## src/sv/rmm_pkg.sv

```systemverilog
// Package for the running min/max block: payload structs, constants and the
// binary64 compare helper. No dependencies.
`default_nettype none
package rmm_pkg;
  localparam logic [63:0] BITS_PLUS_ONE = 64'h3FF0000000000000;
  localparam logic [63:0] BITS_MINUS_ONE = 64'hBFF0000000000000;
  localparam logic [31:0] NO_POS = 32'hFFFFFFFF;
  localparam logic [30:0] COUNT_MAX = 31'h7FFFFFFF;

  typedef struct packed {
    logic [63:0] sample_bits;
    logic [30:0] sample_position;
    logic        last_in_run;
  } in_item_t;

  typedef struct packed {
    logic [63:0]        max_bits;
    logic [63:0]        min_bits;
    logic signed [31:0] max_position;
    logic signed [31:0] min_position;
    logic               has_finite;
    logic signed [31:0] first_finite_position;
    logic signed [31:0] last_finite_position;
    logic [30:0]        point_count;
  } out_item_t;

  // Classified item passed from the front to the back.
  typedef struct packed {
    logic [63:0] bits;
    logic [30:0] pos;
    logic        finite;
    logic        last;
  } cls_item_t;

  // Maps binary64 bits of a finite value to an unsigned key that orders like
  // the value; both zeros map to the same key.
  function automatic logic [63:0] order_key(input logic [63:0] b);
    logic [63:0] k;
    if (b[62:0] == 63'd0) begin
      k = 64'h8000000000000000;
    end else if (b[63]) begin
      k = ~b;
    end else begin
      k = b | 64'h8000000000000000;
    end
    return k;
  endfunction
endpackage
`default_nettype wire

```

## src/sv/rmm_front.sv

```systemverilog
// Front stage: accepts samples, classifies them as finite, and holds them in
// a two-entry queue for the back stage. Depends on rmm_pkg.
`default_nettype none
module rmm_front import rmm_pkg::*; (
  input  wire logic      clk,
  input  wire logic      rst_n,
  input  wire logic      push,
  output logic           full,
  input  wire in_item_t  item,
  output logic           q_valid,
  input  wire logic      q_take,
  output cls_item_t      q_item
);
  cls_item_t   mem_r [2];
  logic        wp_r, rp_r;
  logic [1:0]  cnt_r;
  logic        do_push, do_pop;
  cls_item_t   cls;

  assign full = (cnt_r == 2'd2);
  assign q_valid = (cnt_r != 2'd0);
  assign q_item = mem_r[rp_r];
  assign do_push = push && !full;
  assign do_pop = q_take && q_valid;

  always_comb begin
    cls.bits = item.sample_bits;
    cls.pos = item.sample_position;
    cls.finite = (item.sample_bits[62:52] != 11'h7FF);
    cls.last = item.last_in_run;
  end

  always_ff @(posedge clk) begin
    if (do_push) begin
      mem_r[wp_r] <= cls;
    end
    if (!rst_n) begin
      wp_r <= 1'b0;
      rp_r <= 1'b0;
      cnt_r <= 2'd0;
    end else begin
      if (do_push) wp_r <= ~wp_r;
      if (do_pop) rp_r <= ~rp_r;
      cnt_r <= cnt_r + {1'b0, do_push} - {1'b0, do_pop};
    end
  end

  assert property (@(posedge clk) disable iff (!rst_n) cnt_r != 2'd3)
    else $error("front queue count out of range");
  assert property (@(posedge clk) disable iff (!rst_n)
    (cnt_r == 2'd2 && !q_take) |=> full)
    else $error("front queue lost fullness");
  assert property (@(posedge clk) disable iff (!rst_n)
    (cnt_r == 2'd0 && !push) |=> !q_valid)
    else $error("front queue invented an item");
endmodule
`default_nettype wire

```

## src/sv/rmm_back.sv

```systemverilog
// Back stage: updates the running extremes and, on the last sample, loads the
// summary into the output register. Depends on rmm_pkg.
`default_nettype none
module rmm_back import rmm_pkg::*; (
  input  wire logic       clk,
  input  wire logic       rst_n,
  input  wire logic       q_valid,
  output logic            q_take,
  input  wire cls_item_t  q_item,
  output logic            out_empty,
  input  wire logic       out_pop,
  output out_item_t       out_item
);
  logic        seen_r, seen_nxt;
  logic [63:0] max_r, max_nxt, min_r, min_nxt;
  logic [31:0] maxp_r, maxp_nxt, minp_r, minp_nxt, first_r, first_nxt, lat_r, lat_nxt;
  logic [30:0] cnt_r, cnt_nxt;
  logic        ovalid_r;
  out_item_t   oitem_r, sum;
  logic [31:0] p32;

  // The output register may be refilled in the cycle it is popped.
  assign q_take = q_valid && (!ovalid_r || out_pop || !q_item.last);
  assign out_empty = !ovalid_r;
  assign out_item = oitem_r;
  assign p32 = {1'b0, q_item.pos};

  always_comb begin
    seen_nxt = seen_r; max_nxt = max_r; min_nxt = min_r;
    maxp_nxt = maxp_r; minp_nxt = minp_r; first_nxt = first_r; lat_nxt = lat_r;
    cnt_nxt = (cnt_r == COUNT_MAX) ? cnt_r : cnt_r + 31'd1;
    if (q_item.finite) begin
      if (!seen_r) begin
        seen_nxt = 1'b1;
        max_nxt = q_item.bits; min_nxt = q_item.bits;
        maxp_nxt = p32; minp_nxt = p32; first_nxt = p32;
      end else begin
        if (order_key(q_item.bits) > order_key(max_r)) begin
          max_nxt = q_item.bits; maxp_nxt = p32;
        end
        if (order_key(q_item.bits) < order_key(min_r)) begin
          min_nxt = q_item.bits; minp_nxt = p32;
        end
      end
      lat_nxt = p32;
    end
    sum.max_bits = max_nxt;
    sum.min_bits = min_nxt;
    sum.max_position = maxp_nxt;
    sum.min_position = minp_nxt;
    sum.has_finite = seen_nxt;
    sum.first_finite_position = first_nxt;
    sum.last_finite_position = lat_nxt;
    sum.point_count = cnt_nxt;
  end

  always_ff @(posedge clk) begin
    if (q_take && q_item.last) begin
      oitem_r <= sum;
    end
    if (!rst_n || (q_take && q_item.last)) begin
      seen_r <= 1'b0; max_r <= BITS_PLUS_ONE; min_r <= BITS_MINUS_ONE;
      maxp_r <= NO_POS; minp_r <= NO_POS; first_r <= NO_POS; lat_r <= NO_POS;
      cnt_r <= '0;
    end else if (q_take) begin
      seen_r <= seen_nxt; max_r <= max_nxt; min_r <= min_nxt;
      maxp_r <= maxp_nxt; minp_r <= minp_nxt; first_r <= first_nxt; lat_r <= lat_nxt;
      cnt_r <= cnt_nxt;
    end
    if (!rst_n) begin
      ovalid_r <= 1'b0;
    end else if (q_take && q_item.last) begin
      ovalid_r <= 1'b1;
    end else if (out_pop) begin
      ovalid_r <= 1'b0;
    end
  end

  assert property (@(posedge clk) disable iff (!rst_n)
    (ovalid_r && !out_pop) |=> ovalid_r)
    else $error("summary dropped before pop");
  assert property (@(posedge clk) disable iff (!rst_n)
    !seen_r |-> (maxp_r == NO_POS && first_r == NO_POS))
    else $error("positions set without a finite sample");
  assert property (@(posedge clk) disable iff (!rst_n)
    (q_take && q_item.last) |=> (cnt_r == 31'd0 && !seen_r))
    else $error("run state not cleared after summary");
endmodule
`default_nettype wire

```

## src/sv/running_min_max_finite_samples.sv

```systemverilog
// Path: a closing sample is written into the front queue when it is accepted;
// the back stage then updates the extremes and loads the summary into the output
// register, and a full output register can hold the closing sample in the queue.
// Throughput: one sample per cycle while in_full is low; the two-entry queue and
// output register let each side stall on its own.
// Reset: synchronous active-low rst_n clears the queue, run state and output.
// Depends on rmm_pkg, rmm_front and rmm_back.
`default_nettype none
module running_min_max_finite_samples import rmm_pkg::*; (
  input  wire logic     clk,
  input  wire logic     rst_n,
  input  wire logic     in_push,
  output logic          in_full,
  input  wire in_item_t in_item,
  output logic          out_empty,
  input  wire logic     out_pop,
  output out_item_t     out_item
);
  logic      q_valid, q_take;
  cls_item_t q_item;

  rmm_front u_front (
    .clk, .rst_n, .push(in_push), .full(in_full), .item(in_item),
    .q_valid, .q_take, .q_item
  );

  rmm_back u_back (
    .clk, .rst_n, .q_valid, .q_take, .q_item,
    .out_empty, .out_pop, .out_item
  );
endmodule
`default_nettype wire

```

## config.mk

```make
export PLATFORM = sky130hd
export DESIGN_NAME = running_min_max_finite_samples
export DESIGN_NICKNAME = d
export VERILOG_FILES = /design/src/sv/rmm_pkg.sv /design/src/sv/rmm_front.sv /design/src/sv/rmm_back.sv /design/src/sv/running_min_max_finite_samples.sv
export SDC_FILE = /design/constraint.sdc
export NUM_CORES = 2
export LEC_CHECK = 0
export ABC_CLOCK_PERIOD_IN_PS = 32000
export CORE_ASPECT_RATIO = 1.1
export CORE_MARGIN = 2
export CORE_UTILIZATION = 40
export CTS_CLUSTER_SIZE = 24
export DETAILED_ROUTE_END_ITERATION = 8
export DONT_BUFFER_PORTS = 1
export PLACE_DENSITY = 0.6
export SKIP_CTS_REPAIR_TIMING = 1
export SYNTH_ARGS = -nofsm -noshare
export SYNTH_HDL_FRONTEND = slang
export SYNTH_SLANG_ARGS = --single-unit
```

## constraint.sdc

```tcl
create_clock -name clk -period 32 [get_ports clk]
set_clock_uncertainty 0.2 [all_clocks]
set_input_delay 3.2 -clock clk [delete_from_list [all_inputs] [get_ports clk]]
set_output_delay 3.2 -clock clk [all_outputs]
set_load 0.05 [all_outputs]
```

==> out/results.txt <==
In this run the cell area of the synthesized design comes to 36000 sq um. Net switching is 44.9% of the power. The tools report the portion of total power attributed to sequential cells as 44.7%. The run gives 3 as the buffer levels on the longest clock path. The final sum of negative setup slack was 0 ns; the setup slack on the worst flop-to-flop path was 24.04 ns. Once the floorplan was initialized, standard cells occupied 40.3% of the core. The floorplan core area is 89400 sq um, and the DRC violation count after routing is 0.

The signal on the critical path passes through mux2_2 > or4_1 > a2111oi_2 > o221a_2 > buf_4 > nor2_1 > ha_1 > nand4_1 > nor3_1 > and4_1 > a21boi_0 > nor4_1 > or4_1 > nand3_4 > buf_4 > buf_4 > mux2_2. The transition time at the pin with the least slew margin came out at 1.09 ns. After technology mapping, the gate count stands at 3208. On the worst path, the slowest cell contributes a delay of 0.81 ns. The later pin in the worst-skew pair is clocked with a latency of 0.65 ns.

The worst-case IR drop observed on VDD is 64.9 uV. Yosys warning count: 0. Timing analysis after detailed placement gives a worst setup slack of 24.01 ns. The number of flops mapped to enable cells by yosys was 482. The net count after synthesis is 3436, and the total power after layout is 4.94 mW. Once layout is done, the placed cells without fillers occupy 39800 sq um.

Largest net degree at the start of global routing: 162. For this run, the leading register cell type out of synthesis is sky130_fd_sc_hd__edfxtp_1. The post-layout utilization of the core is 44.5%. The netlist uses 61 different library cells.

Summing all placed instances gives a cell area of 37000 sq um. Counting tap cells, the placed design contains a total of 4216 instances. By count the netlist is led by sky130_fd_sc_hd__edfxtp_1, sky130_fd_sc_hd__nor2_1, sky130_fd_sc_hd__nand2_1, sky130_fd_sc_hd__dfxtp_1, sky130_fd_sc_hd__o21ai_0.

For this run, the detailed router's first-pass iteration total came to 5. Measured along the x axis, the die boundary spans 290 um. By instance count, the cell type seen most on the critical path is sky130_fd_sc_hd__buf_4. For the total die area, the log shows 92500 sq um. The path class of the tightest hold or removal check is flip-flop to flip-flop. In the final design database the tool counted 3359 nets.

The CTS clock-pin slew for the worst setup and hold paths is 0.06 ns. Ranked by total cell area, the synthesized netlist is headed by sky130_fd_sc_hd__edfxtp_1, sky130_fd_sc_hd__dfxtp_1, sky130_fd_sc_hd__mux2_2. Number of I/O pins: 390. The busiest layer in global routing is met2.

The run gives 0 as the final hold violation count. Library cell used as clock root buffer: sky130_fd_sc_hd__clkbuf_16. The count of buffers inserted at the top-level ports came out at 0. Counting flops with an async set or reset pin after synthesis yields a share of 0%.

In this run, the combinational gates consume 35.3% of the power. Of the post-synthesis cell area, the dominant cell type holds 40.2%. The total global routing track utilization is 21.9%, and the detailed-route wire length per cell is 23.8 um.

The number of filler cells placed in the layout came out at 8185. The internal power of the cells totals 2.72 mW. The final critical path time including I/O delays and setup is 7.97 ns, and the highest clock frequency the design can meet is 0.126 GHz. Leaving out filler cells and counting taps, the final layout contains 4375. The kind of cell with the highest combined delay along the critical path is simple AND/OR/NAND/NOR gates. The run gives 2.22 mW as the switching power. The flow ran to the end, and the final reports show no timing, DRC or antenna violations. For met2 alone, demand over resource in global routing was 37.7%. Via count of the first global-routing pass: 23200. For the number of failing setup endpoints in the final timing report, the log shows 0.

The final critical path takes up 24.9% of the cycle. Global routing consumed, on the met1 layer, 26.0% of the routing resources. Along the worst path, the maximum fanout reaches 71. The share of post-route cells with drive strength above 1 was 12.4%; the global placement routability congestion was 0.914. The clock network fraction of total power was 20.0%; the total buffers and inverters traversed by the critical path was 3. The clock drives 776 sinks. Data arrives at the worst endpoint at 8.16 ns. The run gives 7.18% as the met3 track utilization from global routing. STA classifies the critical path startpoint as a flip-flop. The largest individual stage delay along the critical path comes from the cell sky130_fd_sc_hd__o221a_2. The kind of critical path is flip-flop to flip-flop. The post-layout worst setup margin came out at 24.04 ns.

Among all cell types in the netlist, the one instantiated most often is sky130_fd_sc_hd__edfxtp_1. After detailed routing, the number of vias per cell comes to 5.41. The run gives 70900 um as the sum of net half-perimeters after detailed placement. Setup repair after global routing left no endpoint under its margin. The area added between synthesis and finish was 10.4%; the via count of the routed design was 23700.

The worst setup path is captured at a flip-flop. The run gives 115 as the number of cell rows. The number of clock buffers added by TritonCTS is 83. Summed over all layers, the routed wires come to 104000 um. The chip height came out at 319 um. The first global-routing pass estimated 153000 um of wire.

TritonCTS built the clock tree. The worst pin sits at a relative slew slack of 27.4%. The number of antenna violations at the first check in global routing came out at 4. The register bit count reported by yosys was 776; the ratio of total power to cell area was 124 nW/um^2. The number of DRC violations after detailed-routing iteration 0 was 1606; the data required time at the worst endpoint was 32.20 ns. The max-slew violation count was 0; the leakage power figure was 14.7 nW. After synthesis, flip-flops and latches occupy 56.5% of the total area. In this run the remaining antenna-violating nets after routing total 0.

The synthesized area per cell came out at 11.2 sq um. For this run the aggregate overflow at the end of global routing stands at 0. Across the run, the number of max-cap violations was 0. Summed over all instances, the cell type with the most area after synthesis is sky130_fd_sc_hd__edfxtp_1.

Worst hold margin: 0.238 ns. Total number of H-tree levels: 3.
metal layers:
layer	wire [um]	part of all wire [%]
met3	8360	8.0
met4	2660	2.6
met1	41900	40
met2	51200	49
met5	29	0.028
power by group through the flow:
stage	Clock [mW]	Sequential (mW)	Combinational (mW)
after detailed placement	0	2.23	1.74
after CTS	1.01	2.21	1.76
after global routing	1.05	2.24	1.95
final	0.987	2.21	1.74
after floorplan	0	2.13	1.33
after global placement	0	2.23	1.74
cell usage in the layout, fill, tap and decap left out, types with 9 or more instances in the layout:
| master | synthesis | final |
|---|---|---|
| sky130_fd_sc_hd__clkinv_2 | 0 | 12 |
| sky130_fd_sc_hd__dfxtp_1 | 294 | 291 |
| sky130_fd_sc_hd__xnor2_1 | 84 | 84 |
| sky130_fd_sc_hd__mux2_1 | 39 | 39 |
| sky130_fd_sc_hd__buf_4 | 11 | 34 |
| sky130_fd_sc_hd__inv_1 | 15 | 15 |
| sky130_fd_sc_hd__mux2_2 | 212 | 211 |
| sky130_fd_sc_hd__ha_1 | 128 | 128 |
| sky130_fd_sc_hd__nand3_1 | 78 | 76 |
| sky130_fd_sc_hd__clkinv_1 | 0 | 11 |
| sky130_fd_sc_hd__xor2_1 | 157 | 157 |
| sky130_fd_sc_hd__and2_1 | 15 | 15 |
| sky130_fd_sc_hd__mux2i_1 | 128 | 128 |
| sky130_fd_sc_hd__clkbuf_1 | 127 | 20 |
| sky130_fd_sc_hd__edfxtp_1 | 482 | 482 |
| sky130_fd_sc_hd__o21ai_0 | 218 | 218 |
| sky130_fd_sc_hd__bufinv_16 | 0 | 9 |
| sky130_fd_sc_hd__nand4_1 | 45 | 45 |
| sky130_fd_sc_hd__nor3_1 | 69 | 69 |
| sky130_fd_sc_hd__nor2_1 | 409 | 407 |
| sky130_fd_sc_hd__a21oi_1 | 112 | 112 |
| sky130_fd_sc_hd__nor4_1 | 68 | 66 |
| sky130_fd_sc_hd__a211oi_1 | 11 | 11 |
| sky130_fd_sc_hd__clkbuf_16 | 0 | 84 |
| sky130_fd_sc_hd__nand2_1 | 350 | 350 |
logic make-up (layout without fill, tap and decap cells):
| group | count (synthesis) | count (layout) | share of synthesized area (%) |
|---|---|---|---|
| buf+inv | 213 | 206 | 2.67 |
| other cells | 0 | 4 | 0 |
| mux | 381 | 381 | 11.5 |
| simple gates | 1080 | 1080 | 13.1 |
| xor+xnor | 241 | 241 | 5.86 |
| compound gates | 389 | 389 | 5.92 |
| fa+ha+maj | 128 | 128 | 4.45 |
| flops | 776 | 776 | 56.5 |
final cells by class:
cell class	count	area [sq um]	area share, %
Timing Repair Buffer	35	275	0.692
Clock inverter	47	556	1.40
Sequential cell	776	20400	51.2
Multi-Input combinational cell	2219	14800	37.2
Antenna cell	4	10.0	0.0252
Tap cell	1170	1460	3.68
Clock buffer	108	2230	5.61
Inverter	16	60.1	0.151
sequential cells by signal, summed over array words and instances (netlist names), 2 cells and up, named ones only:
name / flops
u_back.out_item: 288
u_front.mem_r: 194
u_back.max_r: 64
u_back.min_r: 64
u_back.first_r: 32
u_back.lat_r: 32
u_back.maxp_r: 32
u_back.minp_r: 32
u_back.cnt_r: 31
u_front.cnt_r: 2
final timing paths:
| check | depth (start not counted) | to | startpoint |
|---|---|---|---|
| max | 17 | u_back.out_item[215] | flip-flop |
| min | 2 | u_back.minp_r[31] | u_back.minp_r[31] |
| max reg2reg | 17 | u_back.out_item[215] | flip-flop |
| min reg2reg | 2 | u_back.minp_r[31] | u_back.minp_r[31] |
tightest hold or removal path: stages, from the launching register on:
cell and delay (ns):
sky130_fd_sc_hd__dfxtp_1 0.30, sky130_fd_sc_hd__nand2_1 0.05, sky130_fd_sc_hd__nand2_1 0.04
(Power assumes the default switching activity.)
